$ cat config.mk
export PLATFORM = sky130hd
export DESIGN_NAME = load_cell_average_tare_scale
export DESIGN_NICKNAME = d
export VERILOG_FILES = /design/src/rtl/core/lcats_pkg.sv /design/src/rtl/core/lcats_accum.sv /design/src/rtl/core/lcats_div.sv /design/src/rtl/core/lcats_scale.sv /design/src/rtl/core/load_cell_average_tare_scale.sv
export SDC_FILE = /design/constraint.sdc
export NUM_CORES = 2
export LEC_CHECK = 0
export BUFFER_PORTS_ARGS = -buffer_cell sky130_fd_sc_hd__buf_2
export CORE_AREA = 3 3 302 378
export DETAILED_ROUTE_END_ITERATION = 8
export DIE_AREA = 0 0 305 381
export HOLD_SLACK_MARGIN = 0.06
export PLACE_DENSITY = 0.61
export SETUP_SLACK_MARGIN = 0.15
export SYNTH_ARGS = -nofsm -noshare
export SYNTH_HDL_FRONTEND = slang
export SYNTH_SLANG_ARGS = --single-unit
$ cat constraint.sdc
create_clock -name clk -period 6.94 [get_ports clk]
set_input_delay 0.694 -clock clk [delete_from_list [all_inputs] [get_ports clk]]
set_output_delay 0.694 -clock clk [all_outputs]
set_load 0.01 [all_outputs]
$ cat src/rtl/core/lcats_pkg.sv
// Shared types, constants and width helpers for the load-cell averaging block.
// Used by every module in rtl/core; depends on nothing else.
package lcats_pkg;

  localparam int RAW_W     = 24;
  localparam int OFS_W     = 24;
  localparam int SCALE_W   = 32;
  localparam int MAXMG_W   = 16;
  localparam int WEIGHT_W  = 24;
  localparam int CFG_W     = 32;
  localparam int CFG_IDX_W = 1;

  localparam int MEASURE_SAMPLES_DEF = 16;
  localparam int TARE_SAMPLES_DEF    = 32;
  localparam int SAMPLE_BITS_DEF     = 24;

  localparam logic [SCALE_W-1:0] SCALE_RST = 32'd65536;
  localparam logic [MAXMG_W-1:0] MAXMG_RST = 16'd5000;

  localparam logic [1:0] REQ_MEASURE = 2'd0;
  localparam logic [1:0] REQ_TARE    = 2'd1;
  localparam logic [1:0] REQ_LOAD    = 2'd2;

  localparam logic [CFG_IDX_W-1:0] CFG_SCALE = 1'd0;
  localparam logic [CFG_IDX_W-1:0] CFG_MAXMG = 1'd1;

  localparam logic KIND_WEIGHT = 1'b0;
  localparam logic KIND_TARE   = 1'b1;

  typedef struct packed {
    logic                    kind;
    logic signed [OFS_W-1:0] offset;
  } blk_tag_t;

  typedef struct packed {
    logic                    busy;
    logic                    wr;
    logic signed [OFS_W-1:0] value;
  } ofs_upd_t;

  function automatic int samp_w(input int sample_bits);
    return (sample_bits > RAW_W) ? RAW_W + 1 : RAW_W;
  endfunction

  function automatic int max_n(input int a, input int b);
    return (a > b) ? a : b;
  endfunction

  function automatic int mag_w(input int sample_bits, input int nm, input int nt);
    return samp_w(sample_bits) + $clog2(max_n(nm, nt));
  endfunction

  function automatic int cnt_w(input int nm, input int nt);
    return $clog2(max_n(nm, nt) + 1);
  endfunction

endpackage

$ cat src/rtl/core/lcats_accum.sv
// Input stage: sample selection, block accumulation, mode and offset state.
// Hands each finished block sum to the divider; depends on lcats_pkg.
module lcats_accum #(
  parameter int MEASURE_SAMPLES = lcats_pkg::MEASURE_SAMPLES_DEF,
  parameter int TARE_SAMPLES    = lcats_pkg::TARE_SAMPLES_DEF,
  parameter int SAMPLE_BITS     = lcats_pkg::SAMPLE_BITS_DEF,
  localparam int ACC_W = lcats_pkg::mag_w(SAMPLE_BITS, MEASURE_SAMPLES, TARE_SAMPLES) + 1
) (
  input  logic                                clk,
  input  logic                                rst,
  input  logic                                in_valid,
  output logic                                in_ready,
  input  logic [1:0]                          req_type,
  input  logic [lcats_pkg::RAW_W-1:0]         raw_sample,
  input  logic                                no_data,
  input  logic signed [lcats_pkg::OFS_W-1:0]  offset_in,
  input  lcats_pkg::ofs_upd_t                 upd,
  output logic                                blk_valid,
  input  logic                                blk_ready,
  output logic signed [ACC_W-1:0]             blk_sum,
  output lcats_pkg::blk_tag_t                 blk_tag
);

  localparam int SW    = lcats_pkg::samp_w(SAMPLE_BITS);
  localparam int SH    = (SAMPLE_BITS < SW) ? SW - SAMPLE_BITS : 0;
  localparam int CNT_W = lcats_pkg::cnt_w(MEASURE_SAMPLES, TARE_SAMPLES);
  localparam logic [CNT_W-1:0] NEED_M = CNT_W'(MEASURE_SAMPLES);
  localparam logic [CNT_W-1:0] NEED_T = CNT_W'(TARE_SAMPLES);

  logic signed [ACC_W-1:0]            acc;
  logic [CNT_W-1:0]                   cnt;
  logic                               mode;
  logic signed [lcats_pkg::OFS_W-1:0] offset_value;

  logic [SW-1:0]           raw_zx;
  logic signed [SW-1:0]    raw_shl;
  logic signed [SW-1:0]    raw_ext;
  logic signed [SW-1:0]    sample;
  logic                    restart;
  logic                    is_sample;
  logic signed [ACC_W-1:0] acc_base;
  logic signed [ACC_W-1:0] sum;
  logic [CNT_W-1:0]        cnt_base;
  logic [CNT_W-1:0]        cnt_inc;
  logic [CNT_W-1:0]        need;
  logic                    done;
  logic                    hold;
  logic                    take;
  logic                    blk_load;

  // The converter word is sign-extended from its configured width.
  assign raw_zx  = SW'(raw_sample);
  assign raw_shl = $signed(raw_zx << SH);
  assign raw_ext = raw_shl >>> SH;
  assign sample  = no_data ? SW'(offset_value) : raw_ext;

  assign restart   = (req_type[0] != mode);
  assign is_sample = req_type inside {lcats_pkg::REQ_MEASURE, lcats_pkg::REQ_TARE};
  assign acc_base  = restart ? '0 : acc;
  assign cnt_base  = restart ? '0 : cnt;
  assign sum       = acc_base + ACC_W'(sample);
  assign cnt_inc   = cnt_base + CNT_W'(1);
  assign need      = req_type[0] ? NEED_T : NEED_M;
  assign done      = (cnt_inc == need);

  // A tare block in flight holds the input until its offset has been written.
  assign hold     = upd.busy || (blk_valid && (blk_tag.kind == lcats_pkg::KIND_TARE));
  assign in_ready = !hold && (!blk_valid || blk_ready);
  assign take     = in_valid && in_ready;
  assign blk_load = take && is_sample && done;

  always_ff @(posedge clk) begin
    if (rst) begin
      acc          <= '0;
      cnt          <= '0;
      mode         <= lcats_pkg::KIND_WEIGHT;
      offset_value <= '0;
      blk_valid    <= 1'b0;
    end else begin
      if (upd.wr) begin
        offset_value <= upd.value;
      end
      if (take) begin
        case (req_type)
          lcats_pkg::REQ_MEASURE, lcats_pkg::REQ_TARE: begin
            mode <= req_type[0];
            if (done) begin
              acc <= '0;
              cnt <= '0;
            end else begin
              acc <= sum;
              cnt <= cnt_inc;
            end
          end
          lcats_pkg::REQ_LOAD: begin
            offset_value <= offset_in;
            acc          <= '0;
            cnt          <= '0;
          end
          default: begin
          end
        endcase
      end
      if (blk_load) begin
        blk_valid <= 1'b1;
      end else if (blk_ready) begin
        blk_valid <= 1'b0;
      end
    end
  end

  always_ff @(posedge clk) begin
    if (blk_load) begin
      blk_sum        <= sum;
      blk_tag.kind   <= req_type[0];
      blk_tag.offset <= offset_value;
    end
  end

endmodule

$ cat src/rtl/core/lcats_div.sv
// Block mean: magnitude, reciprocal multiply and sign restore, truncating toward zero.
// Writes a finished tare mean back as the new offset; depends on lcats_pkg.
module lcats_div #(
  parameter int MEASURE_SAMPLES = lcats_pkg::MEASURE_SAMPLES_DEF,
  parameter int TARE_SAMPLES    = lcats_pkg::TARE_SAMPLES_DEF,
  parameter int SAMPLE_BITS     = lcats_pkg::SAMPLE_BITS_DEF,
  localparam int MAG_W = lcats_pkg::mag_w(SAMPLE_BITS, MEASURE_SAMPLES, TARE_SAMPLES),
  localparam int ACC_W = MAG_W + 1
) (
  input  logic                    clk,
  input  logic                    rst,
  input  logic                    up_valid,
  output logic                    up_ready,
  input  logic signed [ACC_W-1:0] up_sum,
  input  lcats_pkg::blk_tag_t     up_tag,
  output logic                    dn_valid,
  input  logic                    dn_ready,
  output logic signed [MAG_W:0]   dn_avg,
  output lcats_pkg::blk_tag_t     dn_tag,
  output lcats_pkg::ofs_upd_t     upd
);

  localparam int NMAX  = lcats_pkg::max_n(MEASURE_SAMPLES, TARE_SAMPLES);
  localparam int DIV_S = MAG_W + $clog2(NMAX);
  localparam longint unsigned RECIP_M =
    ((64'd1 << DIV_S) + 64'(MEASURE_SAMPLES) - 64'd1) / 64'(MEASURE_SAMPLES);
  localparam longint unsigned RECIP_T =
    ((64'd1 << DIV_S) + 64'(TARE_SAMPLES) - 64'd1) / 64'(TARE_SAMPLES);
  localparam longint unsigned RECIP_MAX = (RECIP_M > RECIP_T) ? RECIP_M : RECIP_T;
  localparam int M_W  = $clog2(RECIP_MAX + 64'd1);
  localparam int PW   = MAG_W + M_W;
  localparam logic [M_W-1:0] RM_C = M_W'(RECIP_M);
  localparam logic [M_W-1:0] RT_C = M_W'(RECIP_T);

  logic                v2;
  logic [MAG_W-1:0]    mag2;
  logic                neg2;
  lcats_pkg::blk_tag_t tag2;

  logic                v3;
  logic [PW-1:0]       prod3;
  logic                neg3;
  lcats_pkg::blk_tag_t tag3;

  logic                r2;
  logic                r3;
  logic                r4;
  logic [MAG_W-1:0]    mag_n;
  logic [M_W-1:0]      recip;
  logic [MAG_W-1:0]    quo;
  logic signed [MAG_W:0] quo_s;
  logic signed [MAG_W:0] avg_n;
  logic                tare3;

  assign r4       = !dn_valid || dn_ready;
  assign r3       = !v3 || r4;
  assign r2       = !v2 || r3;
  assign up_ready = r2;

  assign mag_n = up_sum[ACC_W-1] ? MAG_W'(-up_sum) : MAG_W'(up_sum);
  assign recip = (tag2.kind == lcats_pkg::KIND_TARE) ? RT_C : RM_C;
  assign quo   = MAG_W'(prod3 >> DIV_S);
  assign quo_s = $signed({1'b0, quo});
  assign avg_n = neg3 ? -quo_s : quo_s;
  assign tare3 = (tag3.kind == lcats_pkg::KIND_TARE);

  always_comb begin
    upd.busy  = (v2 && (tag2.kind == lcats_pkg::KIND_TARE)) || (v3 && tare3);
    upd.wr    = v3 && r4 && tare3;
    upd.value = avg_n[lcats_pkg::OFS_W-1:0];
  end

  always_ff @(posedge clk) begin
    if (rst) begin
      v2       <= 1'b0;
      v3       <= 1'b0;
      dn_valid <= 1'b0;
    end else begin
      if (r2) begin
        v2 <= up_valid;
      end
      if (r3) begin
        v3 <= v2;
      end
      if (r4) begin
        dn_valid <= v3;
      end
    end
  end

  always_ff @(posedge clk) begin
    if (r2 && up_valid) begin
      mag2 <= mag_n;
      neg2 <= up_sum[ACC_W-1];
      tag2 <= up_tag;
    end
    if (r3 && v2) begin
      prod3 <= PW'(mag2) * PW'(recip);
      neg3  <= neg2;
      tag3  <= tag2;
    end
    if (r4 && v3) begin
      dn_avg      <= avg_n;
      dn_tag.kind <= tag3.kind;
      dn_tag.offset <= tare3 ? avg_n[lcats_pkg::OFS_W-1:0] : tag3.offset;
    end
  end

endmodule

$ cat src/rtl/core/lcats_scale.sv
// Tare subtraction, Q16.16 scaling and clamping to the reported weight range.
// Ends in the output register of the block; depends on lcats_pkg.
module lcats_scale #(
  parameter int MEASURE_SAMPLES = lcats_pkg::MEASURE_SAMPLES_DEF,
  parameter int TARE_SAMPLES    = lcats_pkg::TARE_SAMPLES_DEF,
  parameter int SAMPLE_BITS     = lcats_pkg::SAMPLE_BITS_DEF,
  localparam int MAG_W = lcats_pkg::mag_w(SAMPLE_BITS, MEASURE_SAMPLES, TARE_SAMPLES)
) (
  input  logic                                clk,
  input  logic                                rst,
  input  logic                                up_valid,
  output logic                                up_ready,
  input  logic signed [MAG_W:0]               up_avg,
  input  lcats_pkg::blk_tag_t                 up_tag,
  input  logic [lcats_pkg::SCALE_W-1:0]       scale_q16,
  input  logic [lcats_pkg::MAXMG_W-1:0]       max_mg,
  output logic                                out_valid,
  input  logic                                out_ready,
  output logic                                result_kind,
  output logic [lcats_pkg::WEIGHT_W-1:0]      weight_q8,
  output logic signed [lcats_pkg::OFS_W-1:0]  new_offset,
  output logic                                clamped_low,
  output logic                                clamped_high
);

  localparam int SW     = lcats_pkg::samp_w(SAMPLE_BITS);
  localparam int DIFF_W = MAG_W + 2;
  localparam int PROD_W = SW + lcats_pkg::SCALE_W;

  logic                v5;
  logic [SW-1:0]       d5;
  logic                nz5;
  logic                lo5;
  lcats_pkg::blk_tag_t tag5;

  logic                v6;
  logic [PROD_W-1:0]   p6;
  logic                nz6;
  logic                lo6;
  lcats_pkg::blk_tag_t tag6;

  logic                     r5;
  logic                     r6;
  logic                     ro;
  logic signed [DIFF_W-1:0] diff;
  logic                     scale_nz;
  logic [PROD_W-1:0]        limit;
  logic                     hi;
  logic [lcats_pkg::WEIGHT_W-1:0] w;
  logic                     tare6;

  assign ro       = !out_valid || out_ready;
  assign r6       = !v6 || ro;
  assign r5       = !v5 || r6;
  assign up_ready = r5;

  assign diff     = DIFF_W'(up_avg) - DIFF_W'(up_tag.offset);
  assign scale_nz = (scale_q16 != '0);

  // A product exactly at the limit passes without the high flag.
  assign limit = PROD_W'({max_mg, 16'b0});
  assign hi    = nz6 && (p6 > limit);
  assign tare6 = (tag6.kind == lcats_pkg::KIND_TARE);

  always_comb begin
    if (!nz6) begin
      w = '0;
    end else if (hi) begin
      w = {max_mg, 8'b0};
    end else begin
      w = lcats_pkg::WEIGHT_W'(p6 >> 8);
    end
  end

  always_ff @(posedge clk) begin
    if (rst) begin
      v5        <= 1'b0;
      v6        <= 1'b0;
      out_valid <= 1'b0;
    end else begin
      if (r5) begin
        v5 <= up_valid;
      end
      if (r6) begin
        v6 <= v5;
      end
      if (ro) begin
        out_valid <= v6;
      end
    end
  end

  always_ff @(posedge clk) begin
    if (r5 && up_valid) begin
      d5   <= diff[SW-1:0];
      nz5  <= !diff[DIFF_W-1] && (diff != '0) && scale_nz;
      lo5  <= diff[DIFF_W-1] && scale_nz;
      tag5 <= up_tag;
    end
    if (r6 && v5) begin
      p6   <= PROD_W'(d5) * PROD_W'(scale_q16);
      nz6  <= nz5;
      lo6  <= lo5;
      tag6 <= tag5;
    end
    if (ro && v6) begin
      result_kind  <= tag6.kind;
      new_offset   <= tag6.offset;
      weight_q8    <= tare6 ? '0 : w;
      clamped_low  <= !tare6 && lo6;
      clamped_high <= !tare6 && hi;
    end
  end

endmodule

$ cat src/rtl/core/load_cell_average_tare_scale.sv
// Top level of the load-cell averager: configuration registers and the three stages.
// Instantiates lcats_accum, lcats_div and lcats_scale; depends on lcats_pkg.
//
// The block takes one converter word per clock cycle while in_ready is high. A word that completes a measure
// block gives its weight after passing the divider's reciprocal multiply and the scale multiply,
// each with its own register. A word that completes a tare block holds in_ready low until
// the new offset leaves the divider and is written back; all other words, offset loads and
// ignored requests follow back to back. A waiting output word does not stop the input while
// pipeline slots remain.
module load_cell_average_tare_scale #(
  parameter int MEASURE_SAMPLES = lcats_pkg::MEASURE_SAMPLES_DEF,
  parameter int TARE_SAMPLES    = lcats_pkg::TARE_SAMPLES_DEF,
  parameter int SAMPLE_BITS     = lcats_pkg::SAMPLE_BITS_DEF
) (
  input  logic                                 clk,
  input  logic                                 rst,
  input  logic                                 in_valid,
  output logic                                 in_ready,
  input  logic [1:0]                           req_type,
  input  logic [lcats_pkg::RAW_W-1:0]          raw_sample,
  input  logic                                 no_data,
  input  logic signed [lcats_pkg::OFS_W-1:0]   offset_in,
  output logic                                 out_valid,
  input  logic                                 out_ready,
  output logic                                 result_kind,
  output logic [lcats_pkg::WEIGHT_W-1:0]       weight_q8,
  output logic signed [lcats_pkg::OFS_W-1:0]   new_offset,
  output logic                                 clamped_low,
  output logic                                 clamped_high,
  input  logic                                 cfg_we,
  input  logic [lcats_pkg::CFG_IDX_W-1:0]      cfg_index,
  input  logic [lcats_pkg::CFG_W-1:0]          cfg_data
);

  localparam int MAG_W = lcats_pkg::mag_w(SAMPLE_BITS, MEASURE_SAMPLES, TARE_SAMPLES);
  localparam int ACC_W = MAG_W + 1;

  logic [lcats_pkg::SCALE_W-1:0] scale_q16;
  logic [lcats_pkg::MAXMG_W-1:0] max_mg;

  logic                    blk_valid;
  logic                    blk_ready;
  logic signed [ACC_W-1:0] blk_sum;
  lcats_pkg::blk_tag_t     blk_tag;
  lcats_pkg::ofs_upd_t     upd;
  logic                    avg_valid;
  logic                    avg_ready;
  logic signed [MAG_W:0]   avg;
  lcats_pkg::blk_tag_t     avg_tag;

  always_ff @(posedge clk) begin
    if (rst) begin
      scale_q16 <= lcats_pkg::SCALE_RST;
      max_mg    <= lcats_pkg::MAXMG_RST;
    end else if (cfg_we) begin
      case (cfg_index)
        lcats_pkg::CFG_SCALE: scale_q16 <= cfg_data;
        lcats_pkg::CFG_MAXMG: max_mg    <= cfg_data[lcats_pkg::MAXMG_W-1:0];
        default: begin
        end
      endcase
    end
  end

  lcats_accum #(
    .MEASURE_SAMPLES (MEASURE_SAMPLES),
    .TARE_SAMPLES    (TARE_SAMPLES),
    .SAMPLE_BITS     (SAMPLE_BITS)
  ) u_accum (
    .clk        (clk),
    .rst        (rst),
    .in_valid   (in_valid),
    .in_ready   (in_ready),
    .req_type   (req_type),
    .raw_sample (raw_sample),
    .no_data    (no_data),
    .offset_in  (offset_in),
    .upd        (upd),
    .blk_valid  (blk_valid),
    .blk_ready  (blk_ready),
    .blk_sum    (blk_sum),
    .blk_tag    (blk_tag)
  );

  lcats_div #(
    .MEASURE_SAMPLES (MEASURE_SAMPLES),
    .TARE_SAMPLES    (TARE_SAMPLES),
    .SAMPLE_BITS     (SAMPLE_BITS)
  ) u_div (
    .clk      (clk),
    .rst      (rst),
    .up_valid (blk_valid),
    .up_ready (blk_ready),
    .up_sum   (blk_sum),
    .up_tag   (blk_tag),
    .dn_valid (avg_valid),
    .dn_ready (avg_ready),
    .dn_avg   (avg),
    .dn_tag   (avg_tag),
    .upd      (upd)
  );

  lcats_scale #(
    .MEASURE_SAMPLES (MEASURE_SAMPLES),
    .TARE_SAMPLES    (TARE_SAMPLES),
    .SAMPLE_BITS     (SAMPLE_BITS)
  ) u_scale (
    .clk          (clk),
    .rst          (rst),
    .up_valid     (avg_valid),
    .up_ready     (avg_ready),
    .up_avg       (avg),
    .up_tag       (avg_tag),
    .scale_q16    (scale_q16),
    .max_mg       (max_mg),
    .out_valid    (out_valid),
    .out_ready    (out_ready),
    .result_kind  (result_kind),
    .weight_q8    (weight_q8),
    .new_offset   (new_offset),
    .clamped_low  (clamped_low),
    .clamped_high (clamped_high)
  );

endmodule

# Yosys cells after proc, flatten, opt, wreduce, memory -nomap -nowiden
# Index checks and enable logic that the tools add are counted.
dict set report totals {
  elab_cells 128
  input_bits 89
  out_inout_bits 53
  register_bits 552
}
dict set report op_classes {
  n_mul 2
  mux 18
  bitwise 2
  n_reduce_logical 52
  eq_ne 4
  n_lt_le_gt_ge 1
  n_addsub 5
}
# op n
set ops {}
lappend ops {{24-bit 2-to-1 mux} 6}
lappend ops {{29-bit by 31-bit multiplier with 60-bit output} 1}
lappend ops {{30-bit 2-to-1 mux} 2}
lappend ops {{30-bit case mux with 2 select lines} 1}
lappend ops {{56-bit by 32-bit > comparator with 1-bit output} 1}
lappend ops {{24-bit by 32-bit multiplier with 56-bit output} 1}
lappend ops {{32-bit nonzero test} 1}
lappend ops {{31-bit 2-to-1 mux} 1}
lappend ops {{31-bit nonzero test} 1}
lappend ops {{30-bit by 24-bit subtractor with 31-bit output} 1}
lappend ops {{30-bit by 24-bit adder with 30-bit output} 1}
lappend ops {{26-bit negation with 30-bit output} 1}
lappend ops {{29-bit 2-to-1 mux} 1}
lappend ops {{29-bit negation} 1}
lappend ops {{26-bit 2-to-1 mux} 1}
lappend ops {{1-bit logical AND} 20}
lappend ops {{6-bit 2-to-1 mux} 3}
lappend ops {{6-bit case mux with 2 select lines} 1}
lappend ops {{1-bit zero test} 10}
lappend ops {{1-bit logical OR} 9}
lappend ops {{2-bit AND reduction} 4}
lappend ops {{6-bit by 1-bit adder with 6-bit output, second input constant} 1}
lappend ops {{6-bit == test} 1}
lappend ops {{2-bit nonzero test} 3}
lappend ops {{other kinds (8)} 11}

# Longest topological paths before layout
dict set report depth {
  ltp_word 13
  ltp_mapped 27
  depth_no_buf 25
}

# Cells and area by module
# A second synthesis with hierarchy kept.
dict set report unflattened {
  hier_cells 4908
  hier_area_um2 50780.0
}
# module seq_area_each_um2 area_each_um2 cells_per_inst n_inst
set modules_own_cells {}
lappend modules_own_cells {lcats_scale 5615.4 33220.6 3433 1}
lappend modules_own_cells {lcats_div 4804.6 9163.8 665 1}
lappend modules_own_cells {lcats_accum 2892.8 6334.8 614 1}
lappend modules_own_cells {load_cell_average_tare_scale 960.9 2060.7 196 1}

# Worst setup path after synthesis
# OpenSTA, ideal clock, no wires.
dict set report synth_path {
  path_type {input to register}
  start {input out_ready}
  end {register u_scale.lo6 (enable)}
  path_slack_ns -0.503
  required_ns 6.288
  arrival_time_ns 6.791
  setup_time_ns 0.652
  n_path_buf 0
  cell_stages 2
  path_cell_list {nor2b_1 a21boi_0}
}
dict set report synth_between {
  elab_chain_len 3
}
# item line_no
set synth_lines {}
lappend synth_lines {{start, declared} load_cell_average_tare_scale.sv:24} ;# input logic out_ready,
lappend synth_lines {{1-bit logical OR} lcats_scale.sv:52} ;# assign ro = !out_valid || out_ready;
lappend synth_lines {{1-bit logical OR} lcats_scale.sv:53} ;# assign r6 = !v6 || ro;
lappend synth_lines {{1-bit logical AND} lcats_scale.sv:100} ;# if (r6 && v5) begin
lappend synth_lines {{end signal, assigned} lcats_scale.sv:103} ;# lo6 <= lo5;
lappend synth_lines {{end, declared} lcats_scale.sv:39} ;# logic lo6;
# No other way between the ends.
# A chain may end at the register's enable or synchronous reset.

# Worst setup path after layout
dict set report layout_path {
  start {register u_scale.d5[3]}
  end {register u_scale.p6[54] (data pin)}
}
dict set report layout_between {
  elab_chain_len 1
}
# item line_no
set layout_lines {}
lappend layout_lines {{start, declared} lcats_scale.sv:31} ;# logic [SW-1:0] d5;
lappend layout_lines {{start signal, assigned} lcats_scale.sv:95} ;# d5 <= diff[SW-1:0];
lappend layout_lines {{24-bit by 32-bit multiplier with 56-bit output} lcats_scale.sv:101} ;# p6 <= PROD_W'(d5) * PROD_W'(scale_q16);
lappend layout_lines {{end signal, assigned} lcats_scale.sv:101}
lappend layout_lines {{end, declared} lcats_scale.sv:37} ;# logic [PROD_W-1:0] p6;
# No other way between the ends.

==> impl_results.md <==
- Asr flop ratio synth: 0
- ANT nets after route: 0
- # IOs: 142
- CTS tree: done
- RSZ-0062 raised after global routing: true
- Clock root cell: clkbuf_16
- Post-Synth Adder-Cell Area: 0.366
- HP Class: input pin to register
- DR WL/cell: 19.3 microns
- Worst slew pin tran: slightly below 1000 ps
- Critical path endpoint category: register
- Slew Limit Fails: 0
- Post-Layout Cell Count: 6805
- Fmax: 0.139 GHz
- Die footprint: 0.116 sq mm
- GRT overflow: 0
- GP Congestion: just over 0.9
- Max FO, Critical Path: 7
- Port Buffers: 141
- WP data arrival: 7590 ps
- Area share of the largest cell type after synthesis: 0.268
- Synth top cells by count: inv_1, fa_1, nand2_1, and2_1, edfxtp_1
- Total Routed Length: 131000 microns
- CP Launch Type: register
- Number of synthesized flops with an enable pin: 400
- Placed insts: 6648
- Sequential share of the synthesized area: 0.288
- Area leader, netlist: fa_1
- Largest family of logic cells by synthesized area: adder cells
- Final TNS setup: -2030 ps
- Utilization after layout: 0.527
- Largest net degree at the start of global routing: 69
- Filler cells: 9823
- Die height: 381 microns
- Max H-tree Level: 2
- CP Class: register to register
- FF+latch count, synth: between 500 and 600
- XOR/XNOR share of the synthesized area: 0.0318
- Tmin final: around 7200 ps
- First-pass GRT wire length: 208000 microns
- Initial antenna violation count: 10
- Failing checks: setup timing
- Final Hold Vio Count: 0
- Synth Flop Type: edfxtp_1
- Pwr dens: 219 mW/mm^2
- DRC: 0
- Result of the run: complete, but fails checks
- Vias in the first global route: 37235
- Top cells by area, synth: fa_1, edfxtp_1, ha_1, inv_1, and2_1
- GRT Total Usage: 0.228
- CTS Sinks: between 500 and 600
- Initial Util: 0.451
- Worst Skew: 28.7 ps
- YS warnings: 0
- Final period utilization: 1.04
- Layout area overhead: 16.9%
- Layout cells sized above 1: 0.170
- Clk Latency, worst-skew pair: 630 ps
- CTS buffer count: 59
- CTS Buffer Depth: 3
- Multi-input logic area: 0.0325 sq mm
- Netlist area before placement: 0.0498 sq mm
- Post-synthesis mux area share: 0.0121
- Setup-failing EPs final: 14
- Cell with the most instances after synthesis: inv_1
- Core ar.: roughly 0.11 sq mm
- Final setup margin: -274 ps
- Clock Pin Slew Worst Setup and Hold Paths: 60 ps
- Post-Syn Instances: 4923
- Setup slack, reg-to-reg: -270 ps
- Leak: 0.0267 uW
- Iter 0 DRT Violations: 2092
- Pre-antenna DRT Iters: 7
- Via Count: 35588
- Synth Area in Compound Gates: 0.0738
- VDD IR-drop max: 297 uV
- Vias per std cell: about 5.2
- Max cap viols: 0
- Die width: roughly 310 microns
- Data required time of the worst path: around 7300 ps
- Netlist cell types: 80
- Syn_area_per_cell: ~10 sq um
- Max-slew headroom: 0.350
- Nets: about 6500
- Reg area: 0.0144 sq mm
- Simple-gate area share of the yosys netlist: 0.147
- Hpwl dp: 105000 microns
- Std-Cell Rows: around 140
[registers in the layout, indices dropped and copies added, names as in the netlist, 6 cells and up]
register and cells:
u_scale.new_offset 24, max_mg 16, u_accum.offset_value 24, u_scale.p6 56, u_scale.d5 24, u_div.mag2 27, u_scale.tag6 24, scale_q16 32
u_div.tag3 24, u_accum.cnt 6, u_div.tag2 25, u_scale.weight_q8 24, u_accum.acc 30, u_accum.blk_tag 25, u_scale.tag5 25, u_accum.blk_sum 30
u_div.prod3 26, u_div.dn_tag 25, u_div.dn_avg 30
[what timing repair did]
| action | CTS | global route |
|---|---|---|
| gates resized for setup | 153 | 142 |
| buffers inserted | 11 | 28 |
| pin swaps | 78 | 160 |
| gates cloned | 1 | 4 |
| hold buffers | 0 | 0 |
| setup endpoints to repair | 27 | 30 |
[kinds of logic (layout without fill, tap and decap cells)]
group                      count (synthesis)  in the layout
AOI/OAI and AO/OA                        568            568
xor gates and xnor gates                 178            178
buffers and inverters                   1071           1494
DFF                                      516            516
other                                      1             11
muxes                                     56             56
adders and majority gates               1057           1057
and+or+nand+nor                         1476           1476
[layout make-up]
class,instances,area share
multi-input cells,3342,0.559
flip-flops and latches,516,0.247
repair buffers,536,0.0754
inverters,849,0.0547
well taps,1449,0.0311
clock buffers,73,0.0271
clock inverters,36,0.00615
diodes,4,0.000172
[metal layers]
metal / global-route usage / part of all wire
met4: 0.0617 / 0.029
met2: 0.392 / 0.49
met1: 0.303 / 0.42
met5: 0 / 0.00017
met3: 0.0292 / 0.054
[cell usage in the layout (no fill, tap or decap), drive strengths merged, types with 21 or more instances in the layout]
master / n
xor2: 64
fa: 667
dfxtp: 116
ha: 390
nor2b: 49
o21a: 21
xnor2: 113
nor2: 174
clkbuf: 77
a211oi: 38
nand2: 591
edfxtp: 400
o31ai: 21
nand3: 28
buf: 532
o21ai: 74
and2: 463
or3: 21
a21o: 62
a31oi: 21
clkinv: 26
mux2i: 24
nor3: 23
nor4: 21
inv: 850
nand4: 25
mux2: 32
a22oi: 26
a21oi: 202
[metrics by stage]
step	power, uW	hold slack (ps)	cell area (sq um)	setup slack [ps]
final	12800	299	58200	-274
after global routing	13500	295	58200	-468
after CTS	12400	259	57400	-288
after detailed placement	8680	405	54800	-473
after global placement	8690	401	54800	-407
after floorplan	6500	400	50000	151
[final timing paths]
kind | cells past startpoint | from | endpoint
setup reg to reg | 27 | u_scale.d5[3] | u_scale.p6[54]
hold / removal | 3 | offset_in[13] | u_accum.offset_value[13]
hold reg to reg | 0 | u_scale.tag5[11] | u_scale.tag6[11]
setup / recovery | 27 | u_scale.d5[3] | u_scale.p6[54]
[worst max-delay path: stages (launching register included)]
cell	delay, ps
edfxtp_1	370
buf_12	150
buf_8	130
nand2_1	70
fa_1	540
inv_1	60
fa_1	540
inv_1	70
fa_2	570
fa_2	430
fa_1	510
inv_2	60
fa_1	530
inv_1	70
fa_1	430
inv_1	110
ha_4	230
a21oi_4	150
o21ai_2	80
or4_4	480
a211o_1	290
o21ai_2	170
buf_6	140
a21oi_4	70
nor2_4	150
o32ai_4	110
a311oi_2	330
xnor2_1	110
[power breakdown]
group          switching (uW)  internal [uW]  leakage [uW]  total, uW
sequential               38.5           3460       0.00454       3500
clock                    1350           1800      0.000938       3150
combinational            3300           2820        0.0212       6110
total                    4680           8080        0.0267      12800
No activity file was read; power rests on OpenSTA's default activity.
